## config.mk

```make
export PLATFORM = sky130hd
export DESIGN_NAME = bb_queue
export DESIGN_NICKNAME = d
export VERILOG_FILES = /design/src/rtl/core/bb_pkg.sv /design/src/rtl/core/bb_queue.sv
export SDC_FILE = /design/constraint.sdc
export NUM_CORES = 1
export LEC_CHECK = 0
export ABC_CLOCK_PERIOD_IN_PS = 3500
export BUFFER_PORTS_ARGS = -buffer_cell sky130_fd_sc_hd__buf_2
export CORE_MARGIN = 4
export CORE_UTILIZATION = 45
export DETAILED_ROUTE_END_ITERATION = 8
export PLACE_DENSITY = 0.62
export SYNTH_ARGS = -nofsm -noshare
export SYNTH_HDL_FRONTEND = slang
export SYNTH_SLANG_ARGS = --single-unit
```

## constraint.sdc

```tcl
create_clock -name clk -period 3.5 [get_ports clk]
set_input_delay 0.525 -clock clk [delete_from_list [all_inputs] [get_ports clk]]
set_output_delay 0.525 -clock clk [all_outputs]
set_load 0.02 [all_outputs]
```

## src/rtl/core/bb_pkg.sv

```systemverilog
// ----------------------------------------------------------------------------
// bb_pkg
// Shared types, constants and helpers of the 3x3 box blur.
// ----------------------------------------------------------------------------
package bb_pkg;

  // field and register widths
  localparam int CH_W         = 8;
  localparam int PIX_W        = 3 * CH_W;
  localparam int COL_MAX_W    = 12;   // widest column index the line buffers allow
  localparam int ROW_W        = 13;
  localparam int WIDTH_REG_W  = 11;
  localparam int HEIGHT_REG_W = 13;
  localparam int SIZE_W       = 13;   // effective frame sizes
  localparam int OUT_COL_W    = 10;
  localparam int OUT_ROW_W    = 12;
  localparam int SUM_W        = 12;   // nine bytes at most
  localparam int CFG_DATA_W   = 32;
  localparam int CFG_ADDR_W   = 3;

  // tallest frame, tied to the row counter and size widths
  localparam int MAX_HEIGHT   = 4096;

  // register reset values
  localparam logic [WIDTH_REG_W-1:0]  WIDTH_RESET  = WIDTH_REG_W'(800);
  localparam logic [HEIGHT_REG_W-1:0] HEIGHT_RESET = HEIGHT_REG_W'(600);
  localparam int                      MIN_SIZE     = 3;

  // register index, taken from address bit 2
  localparam logic REG_FRAME_WIDTH  = 1'b0;
  localparam logic REG_FRAME_HEIGHT = 1'b1;

  // divide by nine: x * 3641 >> 15 is exact for x below 32768
  localparam int RECIP       = 3641;
  localparam int RECIP_SHIFT = 15;

  localparam logic [CH_W-1:0] ALPHA_FULL = 8'hFF;

  // effective frame size and restart request from the register block
  typedef struct packed {
    logic [SIZE_W-1:0] width;
    logic [SIZE_W-1:0] height;
    logic              restart;
  } size_cfg_t;

  // classification of one pixel: what its result looks like
  typedef struct packed {
    logic                 produce;
    logic                 m_left;
    logic                 m_right;
    logic                 m_top;
    logic                 m_bot;
    logic                 last;
    logic [COL_MAX_W-1:0] ocol;
    logic [OUT_ROW_W-1:0] orow;
  } ctl_t;

  // one queued pixel
  typedef struct packed {
    logic [PIX_W-1:0]     px;
    logic [COL_MAX_W-1:0] col;
    ctl_t                 ctl;
  } item_t;

  function automatic logic [CH_W-1:0] div9(input logic [SUM_W-1:0] x);
    logic [2*SUM_W-1:0] p;
    p = (2*SUM_W)'(x) * (2*SUM_W)'(RECIP);
    return p[RECIP_SHIFT +: CH_W];
  endfunction

endpackage

```

## src/rtl/core/bb_queue.sv

```systemverilog
// ----------------------------------------------------------------------------
// bb_queue
// Short register queue between the classifier and the filter pipeline.
// ----------------------------------------------------------------------------
module bb_queue #(
  parameter int DEPTH = 4
) (
  input  logic          clk,
  input  logic          rst_n,
  input  logic          push,
  input  bb_pkg::item_t push_item,
  output logic          full,
  input  logic          pop,
  output logic          not_empty,
  output bb_pkg::item_t pop_item
);

  localparam int PW = $clog2(DEPTH);
  localparam int CW = $clog2(DEPTH + 1);

  bb_pkg::item_t entries_r [DEPTH];
  logic [PW-1:0] wptr_r, wptr_nxt;
  logic [PW-1:0] rptr_r, rptr_nxt;
  logic [CW-1:0] count_r, count_nxt;

  assign full      = (count_r == CW'(DEPTH));
  assign not_empty = (count_r != '0);
  assign pop_item  = entries_r[rptr_r];

  // pointer and fill count
  always_comb begin
    wptr_nxt  = wptr_r;
    rptr_nxt  = rptr_r;
    count_nxt = count_r;
    if (push) begin
      wptr_nxt = (wptr_r == PW'(DEPTH - 1)) ? '0 : wptr_r + PW'(1);
    end
    if (pop) begin
      rptr_nxt = (rptr_r == PW'(DEPTH - 1)) ? '0 : rptr_r + PW'(1);
    end
    if (push && !pop) begin
      count_nxt = count_r + CW'(1);
    end else if (pop && !push) begin
      count_nxt = count_r - CW'(1);
    end
  end

  always_ff @(posedge clk) begin
    if (!rst_n) begin
      wptr_r  <= '0;
      rptr_r  <= '0;
      count_r <= '0;
    end else begin
      wptr_r  <= wptr_nxt;
      rptr_r  <= rptr_nxt;
      count_r <= count_nxt;
    end
  end

  // storage
  always_ff @(posedge clk) begin
    if (push) begin
      entries_r[wptr_r] <= push_item;
    end
  end

endmodule

```

Word level (Yosys, flattened, before mapping)
Memories as Yosys holds them, arrays and structs flattened. A register that Yosys moved wholly into a read port is not among the register bits.
Index checks and enable logic that the tools add are counted.
- input port bits: 70
- memory bits (writable): 264
- register bits after elaboration: 7
- output and inout port bits: 68
- word-level logic and storage cells: 25
- memories kept: 1
- memories (name ; words ; width ; rd ports ; clocked after memory_dff ; wr ports ; RTL line ; RTL):
    entries_r ; 4 ; 66 ; 1 ; 1 ; 1 ; bb_queue.sv:21 ; bb_pkg::item_t entries_r [DEPTH];
- reductions and logical operators: 6
- mux-type cells: 8
- add/sub/neg operators: 4
- equal/unequal tests: 3
- operators by type and width (cell ; number):
    2-bit two-way mux ; 4
    3-bit two-way mux ; 2
    2-bit by 1-bit adder with 2-bit output (second input constant) ; 2
    2-bit == test (second input constant) ; 2
    3-bit by 1-bit adder with 3-bit output (second input constant) ; 1
    3-bit == test (second input constant) ; 1
    3-bit nonzero test ; 1
    3-bit by 1-bit subtractor with 3-bit output (second input constant) ; 1
    1-bit logical AND ; 2
    1-bit logical NOT ; 2
    1-bit two-way mux ; 2
    2-bit nonzero test ; 1

Longest topological paths before layout
- depth after elaboration: 4
- depth in mapped cells: 7
- mapped depth without buffers: 7

Least setup slack after synthesis
Ideal clock, no wire load.
- path type: register to register
- from: register wptr_r[0]
- to: memory entries_r[3][0] in the netlist's numbering, enable pin
- slack: 971 ps
- clock period less this slack: 2529 ps
- library setup time: 431 ps
- data arrival time: 2099 ps
- required time: 3069 ps
- stages on the path, launching flop included: 3
- buffers on the path: 0
- path through: dfxtp_1 > ha_1 > and2_1
- RTL lines (item ; RTL line ; RTL):
    from (decl) ; bb_queue.sv:22 ; logic [PW-1:0] wptr_r, wptr_nxt;
    from (signal assigned) ; bb_queue.sv:54 ; wptr_r <= wptr_nxt;
    to (decl) ; bb_queue.sv:21 ;
Straight into the memory's write port.

==> results.cfg <==
[power_and_ir_drop]
leakage_nw = 3.97
ir_drop_mv = 0.317
powerDensity_mw_per_mm2 = 611

[synthesis]
syn_nets = 465
synth-seq-area-share_pct = 81.3
synth.avg_cell_area_um2 = 25.7
synth.yosys.warnings = 0
synth-edff-count = 264
ys_ff_latch = 273
synthDistinctLibCells = 22
synthCells = 388
synthArstFlopShare_pct = 0
syn_area_mm2 = 0.00998
synth_ff_type = edfxtp_1

[floorplan]
fp.dieH_um = 157
die_area_mm2 = 0.0246
rows = 54
start_util_pct = 45.7
pin_count = 138
core_mm2 = 0.0218
die_w_um = 157

[drt]
wl_met3_mm = 1.23
wl_mm = 17.6
first_iter_violations = 226
num_vias = 4471
routed_via_density = 5.31
routedWlPerCell_um = 20.9
top_layer_used = met5
drc = 0
firstDrtPassIters = 4
antenna_left = 0
wl_met2_mm = 8.73
wl_met1_mm = 7.28

[worst_setup_path]
crit_slowest_cell = mux4_2
worstPathRequired_ps = 2970
cp_top_family = buffers and inverters
cp_num_buf_inv = 2
cp-end-kind = output port
crit_fanout = 17
start_kind = flip-flop
arrival_ps = 2230
critPathKind = reg -> out
crit_chain = buf_4, mux4_2, buf_2
cp_slowest_stage_delay_ps = 570

[clock_tree]
cts_setup_buffers = 0
clk_latency_ps = 520
cts.repair.resized = 0
clk_pin_slew_worst_paths_ps = 60
cts_tree = built
clock_sinks = 273
cts_root_buf = clkbuf_16
ctsHtreeMaxLevel = 1
cts_buffer_depth = 3
cts_buffers = 29
cts_hold_buf = 0

[placed_design]
dp_hpwl_mm = 9.90
dp.cells = 793
gp_congestion = 0.696
dpl_cell_area_mm2 = 0.0110
port_buffers = 137

[timing]
finalHoldViolations = 0
slew_headroom_pct = 29.5
timing.hold.ws_ps = 213
fin_skew_ps = 10.3
max_freq_ghz = 0.363
worstMarginPinSlew_ps = 1060
finalCritPeriodShare_pct = 78.7
timing.final.crit_period_ps = 2750
fin_setup_tns_ps = 0
final-max-slew-violation-count = 0
grt_setup_unrepaired = no
setup_viol = 0

[cells_and_area]
fin_cells = 842
post-route-cell-area_mm2 = 0.0118
fillers = 1736
area_growth_pct = 18.4
fin_nets = 621
n_antenna_cell = 0
drive_gt1_share_pct = 43.2

[global_routing]
antenna_found_initial = 4
globalRouteTotalUtil_pct = 14.5
grt_pass1_vias = 4980
grt_pass1_wl_mm = 27.6
grt_max_degree = 67
gr-total-overflow = 0

[status]
status = complete, no violations

[hold_path]
hp-class = in -> reg

[run]
max_cap_violations = 0
-- cell usage in the layout, fill, tap and decap left out, types with 2 or more instances in the layout --
cell type / n
clkbuf_16: 29
dfxtp_4: 2
dfxtp_1: 7
bufinv_16: 2
mux4_2: 66
edfxtp_1: 264
ha_1: 6
and2_4: 4
nor2b_1: 5
mux2i_1: 4
clkinv_1: 11
buf_2: 137
clkbuf_1: 6
inv_1: 4
or3_1: 2
-- synth_stat cells (2+ instances only) --
master	n	area share, %
buf_2	5	0.25
mux4_2	66	15
buf_6	5	0.56
or3_1	2	0.13
ha_1	6	0.75
nor2b_1	5	0.31
inv_1	4	0.15
mux2i_1	4	0.40
buf_4	2	0.15
and2_1	5	0.31
edfxtp_1	264	79
dfxtp_1	9	1.8
clkbuf_1	2	0.075
-- worst paths after layout --
check | cells after the start | startpoint | slack, ps | to
min | 1 | push_item[1] | 210 | entries_r[2][1]
max reg2reg | 2 | wptr_r[0] | 1640 | entries_r[3][35]
max | 3 | flip-flop | 750 | pop_item[58]
min reg2reg | 2 | count_r[2] | 500 | count_r[2]
-- per-stage QoR --
stage / setup WS, ps / util [%] / total power [mW]
after floorplan: 971 / - / 4.29
after global placement: 1210 / 50.2 / 4.53
after detailed placement: 1210 / 50.2 / 4.55
after CTS: 638 / 54.1 / 7.32
after global routing: 574 / 54.1 / 7.52
final: 746 / 54.1 / 7.21
-- sequential cells by signal, summed over array words and instances (netlist names), named ones only --
| register | cells |
|---|---|
| count_r | 3 |
| entries_r | 264 |
| rptr_r | 2 |
| wptr_r | 2 |
-- report_power, final --
part           switching (mW)  internal [mW]
Clock                    1.11           1.64
Combinational           0.376          0.273
Sequential             0.0681           3.75
Total                    1.55           5.66
-- cells by family after synthesis --
| logic type | count (synthesis) | synth area share (%) |
|---|---|---|
| compound gates | 3 | 0.201 |
| xor+xnor | 2 | 0.176 |
| fa+ha+maj | 7 | 0.953 |
| buf+inv | 18 | 1.19 |
| flops | 273 | 81.3 |
| mux | 70 | 15.3 |
| simple gates | 15 | 0.915 |
-- layout make-up --
class	count	area (um2)	share of cell area, %
clock buffers	35	748	6.34
clock inverters	14	106	0.901
inverters	4	15.0	0.127
multi-input cells	97	1760	14.9
flip-flops and latches	273	8120	68.7
well taps	280	350	2.97
repair buffers	139	713	6.04
-- per-layer routing --
metal | GRT usage (%) | vias up
li1 | - | 1965
met1 | 19.5 | 2341
met2 | 24.1 | 120
met3 | 3.93 | 37
met4 | 3.60 | 8
met5 | 0 | -
Power figures use the tool's default switching activity.
