[config.mk]
export PLATFORM = sky130hd
export DESIGN_NAME = bb_front
export DESIGN_NICKNAME = d
export VERILOG_FILES = /design/src/rtl/core/bb_pkg.sv /design/src/rtl/core/bb_front.sv
export SDC_FILE = /design/constraint.sdc
export NUM_CORES = 1
export LEC_CHECK = 0
export BUFFER_PORTS_ARGS = -buffer_cell sky130_fd_sc_hd__buf_2
export CELL_PAD_IN_SITES_DETAIL_PLACEMENT = 1
export CELL_PAD_IN_SITES_GLOBAL_PLACEMENT = 1
export CORE_MARGIN = 4
export CORE_UTILIZATION = 39
export DETAILED_ROUTE_END_ITERATION = 10
export PLACE_DENSITY_LB_ADDON = 0.1
export SKIP_CTS_REPAIR_TIMING = 1
export SLEW_MARGIN = 20
export SYNTH_ARGS = -nofsm -noshare
export SYNTH_HDL_FRONTEND = slang
export SYNTH_SLANG_ARGS = --single-unit
[constraint.sdc]
create_clock -name clk -period 5.8 [get_ports clk]
set_input_delay 0.29 -clock clk [delete_from_list [all_inputs] [get_ports clk]]
set_output_delay 0.29 -clock clk [all_outputs]
set_load 0.02 [all_outputs]
[src/rtl/core/bb_pkg.sv]
// ----------------------------------------------------------------------------
// bb_pkg
// Shared types, constants and helpers of the 3x3 box blur.
// ----------------------------------------------------------------------------
package bb_pkg;

  // field and register widths
  localparam int CH_W         = 8;
  localparam int PIX_W        = 3 * CH_W;
  localparam int COL_MAX_W    = 12;   // widest column index the line buffers allow
  localparam int ROW_W        = 13;
  localparam int WIDTH_REG_W  = 11;
  localparam int HEIGHT_REG_W = 13;
  localparam int SIZE_W       = 13;   // effective frame sizes
  localparam int OUT_COL_W    = 10;
  localparam int OUT_ROW_W    = 12;
  localparam int SUM_W        = 12;   // nine bytes at most
  localparam int CFG_DATA_W   = 32;
  localparam int CFG_ADDR_W   = 3;

  // tallest frame, tied to the row counter and size widths
  localparam int MAX_HEIGHT   = 4096;

  // register reset values
  localparam logic [WIDTH_REG_W-1:0]  WIDTH_RESET  = WIDTH_REG_W'(800);
  localparam logic [HEIGHT_REG_W-1:0] HEIGHT_RESET = HEIGHT_REG_W'(600);
  localparam int                      MIN_SIZE     = 3;

  // register index, taken from address bit 2
  localparam logic REG_FRAME_WIDTH  = 1'b0;
  localparam logic REG_FRAME_HEIGHT = 1'b1;

  // divide by nine: x * 3641 >> 15 is exact for x below 32768
  localparam int RECIP       = 3641;
  localparam int RECIP_SHIFT = 15;

  localparam logic [CH_W-1:0] ALPHA_FULL = 8'hFF;

  // effective frame size and restart request from the register block
  typedef struct packed {
    logic [SIZE_W-1:0] width;
    logic [SIZE_W-1:0] height;
    logic              restart;
  } size_cfg_t;

  // classification of one pixel: what its result looks like
  typedef struct packed {
    logic                 produce;
    logic                 m_left;
    logic                 m_right;
    logic                 m_top;
    logic                 m_bot;
    logic                 last;
    logic [COL_MAX_W-1:0] ocol;
    logic [OUT_ROW_W-1:0] orow;
  } ctl_t;

  // one queued pixel
  typedef struct packed {
    logic [PIX_W-1:0]     px;
    logic [COL_MAX_W-1:0] col;
    ctl_t                 ctl;
  } item_t;

  function automatic logic [CH_W-1:0] div9(input logic [SUM_W-1:0] x);
    logic [2*SUM_W-1:0] p;
    p = (2*SUM_W)'(x) * (2*SUM_W)'(RECIP);
    return p[RECIP_SHIFT +: CH_W];
  endfunction

endpackage

[src/rtl/core/bb_front.sv]
// ----------------------------------------------------------------------------
// bb_front
// Takes pixels, tracks the raster position and classifies each pixel.
// ----------------------------------------------------------------------------
module bb_front #(
  parameter int MAX_WIDTH = 1024
) (
  input  logic              clk,
  input  logic              rst_n,
  input  bb_pkg::size_cfg_t cfg,
  input  logic              in_valid,
  output logic              in_stall,
  input  logic              in_operation,
  input  logic [7:0]        in_red,
  input  logic [7:0]        in_green,
  input  logic [7:0]        in_blue,
  input  logic              q_full,
  output logic              push,
  output bb_pkg::item_t     push_item
);

  localparam int COL_W = $clog2(MAX_WIDTH);

  logic [COL_W-1:0]        col_r, col_nxt;
  logic [bb_pkg::ROW_W-1:0] row_r, row_nxt;

  logic [COL_W:0]           wm1;
  logic [COL_W-1:0]         wm1_c;
  logic [bb_pkg::ROW_W-1:0] hm1;
  logic [COL_W-1:0]         ocol;
  logic [bb_pkg::ROW_W-1:0] orow;
  logic                     produce;
  logic                     last;
  logic [COL_W:0]           col_inc;

  assign in_stall = q_full;
  assign push     = in_valid && !q_full;

  // last column and row of the frame
  assign wm1   = cfg.width[COL_W:0] - (COL_W+1)'(1);
  assign wm1_c = wm1[COL_W-1:0];
  assign hm1   = cfg.height - bb_pkg::ROW_W'(1);

  // position of the pixel whose window this request completes
  always_comb begin
    if (col_r != '0) begin
      ocol = col_r - COL_W'(1);
      orow = row_r - bb_pkg::ROW_W'(1);
    end else begin
      ocol = wm1_c;
      orow = row_r - bb_pkg::ROW_W'(2);
    end
  end

  // the first row and one column give no result
  assign produce = (row_r != '0) && !((row_r == bb_pkg::ROW_W'(1)) && (col_r == '0));
  assign last    = produce && (orow == hm1) && (ocol == wm1_c);

  // queued request
  always_comb begin
    push_item.px          = in_operation ? '0 : {in_red, in_green, in_blue};
    push_item.col         = bb_pkg::COL_MAX_W'(col_r);
    push_item.ctl.produce = produce;
    push_item.ctl.m_left  = (ocol != '0);
    push_item.ctl.m_right = (ocol != wm1_c);
    push_item.ctl.m_top   = (orow != '0);
    push_item.ctl.m_bot   = (orow < hm1);
    push_item.ctl.last    = last;
    push_item.ctl.ocol    = bb_pkg::COL_MAX_W'(ocol);
    push_item.ctl.orow    = orow[bb_pkg::OUT_ROW_W-1:0];
  end

  // raster position of the next request
  assign col_inc = {1'b0, col_r} + (COL_W+1)'(1);

  always_comb begin
    col_nxt = col_r;
    row_nxt = row_r;
    if (cfg.restart || (push && last)) begin
      col_nxt = '0;
      row_nxt = '0;
    end else if (push) begin
      if (col_inc >= cfg.width[COL_W:0]) begin
        col_nxt = '0;
        row_nxt = row_r + bb_pkg::ROW_W'(1);
      end else begin
        col_nxt = col_inc[COL_W-1:0];
      end
    end
  end

  always_ff @(posedge clk) begin
    if (!rst_n) begin
      col_r <= '0;
      row_r <= '0;
    end else begin
      col_r <= col_nxt;
      row_r <= row_nxt;
    end
  end

endmodule

[After elaboration in Yosys (flattened, before gate mapping)]
Index checks and enable logic that the tools add are counted.
Storage, ports and cells
  register bits after elaboration: 23
  input bits: 56
  output and inout port bits: 68
  logic and storage cells: 36
Cells by class
  $add $sub $neg: 7
  $lt $le $gt $ge: 2
  equality and inequality tests: 4
  multiplexer cells: 4
  bitwise gates (word level): 1
  reductions and logical operators: 16
Operators with widths (number)
  13-bit nonzero test: 2
  13-bit by 1-bit subtractor with 13-bit output (second input constant): 2
  24-bit two-way mux: 1
  10-bit two-way mux: 2
  10-bit nonzero test: 2
  10-bit by 1-bit subtractor with 10-bit output (second input constant): 2
  13-bit by 1-bit adder with 13-bit output (second input constant): 1
  13-bit by 1-bit equality test with 1-bit output (second input constant): 1
  13-bit equality test: 1
  13-bit < comparator: 1
  13-bit two-way mux: 1
  13-bit by 2-bit subtractor with 13-bit output (second input constant): 1
  10-bit by 1-bit adder with 11-bit output (second input constant): 1
  11-bit greater-or-equal comparator: 1
  10-bit equality test: 1
  10-bit logical NOT: 1
  10-bit inequality test: 1
  1-bit logical AND: 6
  1-bit logical NOT: 2
  2-bit AND reduction: 1
  2-bit OR reduction: 1
  1-bit logical OR: 1
  1-bit NOT: 1

[Logic depth before layout (Yosys ltp)]
  word-level depth: 9
  gate-level depth with buffers: 17
  gate-level depth less buffers: 14

[Least setup slack after synthesis]
No wires, ideal clock.
  path type: register to output
  from: register col_r[2]
  to: output port push_item[25] (netlist bit)
  data arrival time: 3.947 ns
  data required time: 5.510 ns
  slack: 1.563 ns
  stages on the path, launching flop included: 15
  path buffers: 3
  cell sequence: dfxtp_1 buf_6 or4_4 buf_6 or3_1 buf_2 mux2i_1 ha_1 nor2b_1 o21a_1 o21a_1 o21bai_1 a21oi_1 o311a_1 a211oi_1
RTL lines
  start: declaration: RTL line bb_front.sv:24  | logic [COL_W-1:0] col_r, col_nxt;
  start signal: assignment: RTL line bb_front.sv:97  | col_r <= col_nxt;
  end: declaration: RTL line bb_front.sv:19  | output bb_pkg::item_t push_item

==> summary.md <==
| Metric | Value |
|---|---|
| Core Rows | 33 |
| Crit path launch type | flip-flop |
| Initial antenna violation count | 0 |
| Mean Syn Cell Area | around 7.9 sq um |
| Kind of critical path | flip-flop to output port |
| CP Max Fanout | 16 |
| Syn-to-layout area delta | 17.8% |
| Main synth FF type | dfxtp_1 |
| Register area share after synthesis | between 10% and 20% |
| Setup TNS | 0 ps |
| Root buffer cell | clkbuf_8 |
| Maxcap violations | 0 |
| Min-delay src | rst_n |
| Slew of the pin with the lowest slew margin | 785 ps |
| Cell taking the most area after synthesis | dfxtp_1 |
| Synthesized cell area | between 0.003 and 0.004 sq mm |
| CTS clk-pin slew, worst paths | ~90 ps |
| H-tree levels | 1 |
| Worst r2r path cells | 13 |
| Maximum clock insertion buffer count | 2 |
| Core ar. | ~0.0084 sq mm |
| Final hold vios | 0 |
| Comb power frac | approximately two fifths |
| Leak | 1.78 nW |
| GRT overflow | 0 |
| Clk pwr share | between 20% and 30% |
| Layout cell share with drive strength beyond 1 | approximately 30% |
| Final non-filler cell total | around 640 |
| Type of the most critical hold path | input port to flip-flop |
| Final net count | ~620 |
| Worst Skew | approximately 5.4 ps |
| Fin crit period | around 4400 ps |
| P_int | 0.000272 W |
| Critical Path RT | approximately 5500 ps |
| First-pass GRT wire length | 17.2 mm |
| F_max | between 200 and 250 MHz |
| Die height | about 100 um |
| Max Slew Vio Count | 0 |
| PortBufs | around 120 |
| Post-synth EDFFs | 0 |
| Worst vdd ir | between 0.0001 and 0.00015 V |
| Cts bufs inserted | 3 |
| DP Cell Count | ~630 |
| RR Startpoint | col_r[2]$_SDFFE_PP0P_ |
| Power share of the sequential group | between 30% and 40% |
| Die W | between 100 and 150 um |
| Setup crit start | col_r[2]$_SDFFE_PP0P_ |
| FF+latch count, synth | 23 |
| Clk_lat worst skew | approximately 270 ps |
| Vias per cell | 5.41 |
| Routed Antenna Nets | 0 |
| Vias in the first global route | between 3000 and 4000 |
| Final wirelength | about 10 mm |
| CTS Sinks | 23 |
| DRT iter0 DRCs | 85 |
| Ant diodes | 0 |
| Ys Warns | 0 |
| Arrival @ worst endpoint | just over 4000 ps |
| TritonCTS clock tree | yes |
| Reg-to-reg slack, setup | 1520 ps |
| RSZ-0062 raised after global routing | no |
| Ys async rst share | 0% |
| Setup crit end | push_item[25] |
| Initial Util | roughly 41% |
| Switching share of total power | approximately 36% |
| Area share of the largest cell type after synthesis | 13.4% |
| Mapped Cells | roughly 440 |
| Largest net degree at the start of global routing | 25 |
| Slew HR | between 40% and 50% |
| Post-DP HPWL | ~9 mm |
| Outcome | completed |
| Synth cell types | 69 |
| Overall Global Routing Usage | 20.2% |
| R2R Path End | col_r[6]$_SDFFE_PP0P_ |
| Die ar. | a little over 0.01 sq mm |
| Top Ports | 124 |
| Synth top area cells | dfxtp_1 (13%), ha_1 (12%), xnor2_1 (9.2%) |
| Period utilisation layout | 75.8% |
| Finish-stage setup viols | 0 |
| Sw power | between 0.00015 and 0.0002 W |
| Drt pass-1 iters | 4 |
| Routed via count | between 3000 and 4000 |
| Setup crit end kind | output port |
| DRC violations left | 0 |
| Pwr Density | ~110 mW/mm^2 |
| RePlAce Congestion | 0.857 |
| Drt wl/cell | about 16 um |
## Yosys cell counts, types with 2 or more instances
cell type / number
a2111oi_0: 2
a211o_1: 2
a211oi_1: 4
a21boi_0: 2
a21o_1: 2
a21oi_1: 15
a22o_1: 2
a22oi_1: 2
and3_1: 6
and4_1: 2
buf_2: 4
buf_4: 7
buf_6: 4
clkbuf_1: 15
dfxtp_1: 23
ha_1: 34
inv_1: 25
mux2i_1: 5
nand2_1: 27
nand2b_1: 8
nand3_1: 10
nand3b_1: 2
nand4_1: 10
nor2_1: 21
nor2b_1: 26
nor3_1: 15
nor3_2: 20
nor3b_1: 6
nor4_1: 14
o211ai_1: 3
o21a_1: 4
o21ai_0: 8
o22ai_1: 2
o31a_1: 2
or2_1: 2
or3_1: 8
or3_2: 2
xnor2_1: 36
xor2_1: 24
## power by group through the flow
stage / logic, W / registers, W / clock network, W
6_report: 0.000165 / 0.000159 / 0.000103
4_1_cts: 0.000167 / 0.000159 / 0.000106
3_3_place_gp: 0.000162 / 0.000163 / 0
5_1_grt: 0.000182 / 0.000159 / 0.000114
2_1_floorplan: 0.000108 / 0.000162 / 0
3_5_place_dp: 0.000166 / 0.000163 / 0
## area by class of cell
| cell class | instances | area, sq um |
|---|---|---|
| flip-flops and latches | 23 | 460 |
| repair buffers | 121 | 616 |
| clock buffers | 4 | 45.0 |
| well taps | 105 | 131 |
| fillers | 1119 | 4350 |
| multi-input cells | 358 | 2690 |
| inverters | 26 | 97.6 |
## worst max-delay path, cell delays in order, from the launching register on
cell	delay, ps
dfxtp_1	440
or4_4	660
nor3_4	200
buf_4	250
nand2_1	120
a2111oi_1	470
xor2_1	350
ha_1	310
nand3_1	100
o21bai_1	110
a21oi_1	80
o311a_1	330
a211oi_1	200
buf_2	210
## per-stage QoR
| step | power (W) | hold WS, ps | utilization, % | area, sq um | setup WS, ps |
|---|---|---|---|---|---|
| 2_1_floorplan | 0.000270 | 518 | - | 3440 | 1560 |
| 3_3_place_gp | 0.000324 | 621 | 47.6 | 3990 | 1600 |
| 3_5_place_dp | 0.000329 | 630 | 47.6 | 3990 | 1520 |
| 4_1_cts | 0.000432 | 609 | 48.1 | 4040 | 1360 |
| 5_1_grt | 0.000455 | 638 | 48.1 | 4040 | 1040 |
| 6_report | 0.000427 | 603 | 48.1 | 4040 | 1410 |
## cell families after synthesis
kind of cell | count (synthesis) | share of synthesized area, %
other cells | 1 | 0.110
simple gates | 192 | 35.1
mux | 5 | 1.46
fa+ha+maj | 34 | 12.4
xor+xnor | 60 | 15.3
buf+inv | 58 | 8.48
compound gates | 63 | 13.6
flops | 23 | 13.4
## flip-flops by register name (all words and copies together), names as in the netlist
signal,count
row_r,13
col_r,10
## worst min path at each step
stage	depth (start not counted)	end	slack [ps]
2_1_floorplan	2	col_r[3]$_SDFFE_PP0P_	520
3_3_place_gp	2	row_r[10]$_SDFFE_PP0P_	620
3_5_place_dp	2	row_r[12]$_SDFFE_PP0P_	630
4_1_cts	4	row_r[0]$_SDFFE_PP0P_	610
5_1_grt	4	row_r[9]$_SDFFE_PP0P_	640
6_report	4	row_r[0]$_SDFFE_PP0P_	600
## placed cells by master, fill, tap and decap left out, types with 5 or more instances in the layout
cell type,synthesis,routed
and3_1,6,6
xor2_1,24,24
ha_1,34,34
nor3_2,20,20
inv_1,25,25
a21oi_1,15,15
nor3b_1,6,6
nand2_1,27,27
nand3_1,10,10
mux2i_1,5,5
dfxtp_1,23,23
nand4_1,10,10
nand2b_1,8,8
nor4_1,14,14
buf_2,4,117
o21ai_0,8,8
xnor2_1,36,36
nor2_1,21,21
nor3_1,15,15
or3_1,8,8
nor2b_1,26,26
## per-layer routing
layer	wire, um	part of all wire [%]	track usage, %	vias to the layer above
li1	-	-	-	1722
met1	4940	47	28.3	1620
met2	4750	45	34.4	101
met3	709	6.8	1.79	5
met4	55	0.53	2.76	0
met5	0	0	0	-
Note: power is estimated with default switching activity, not from simulation.
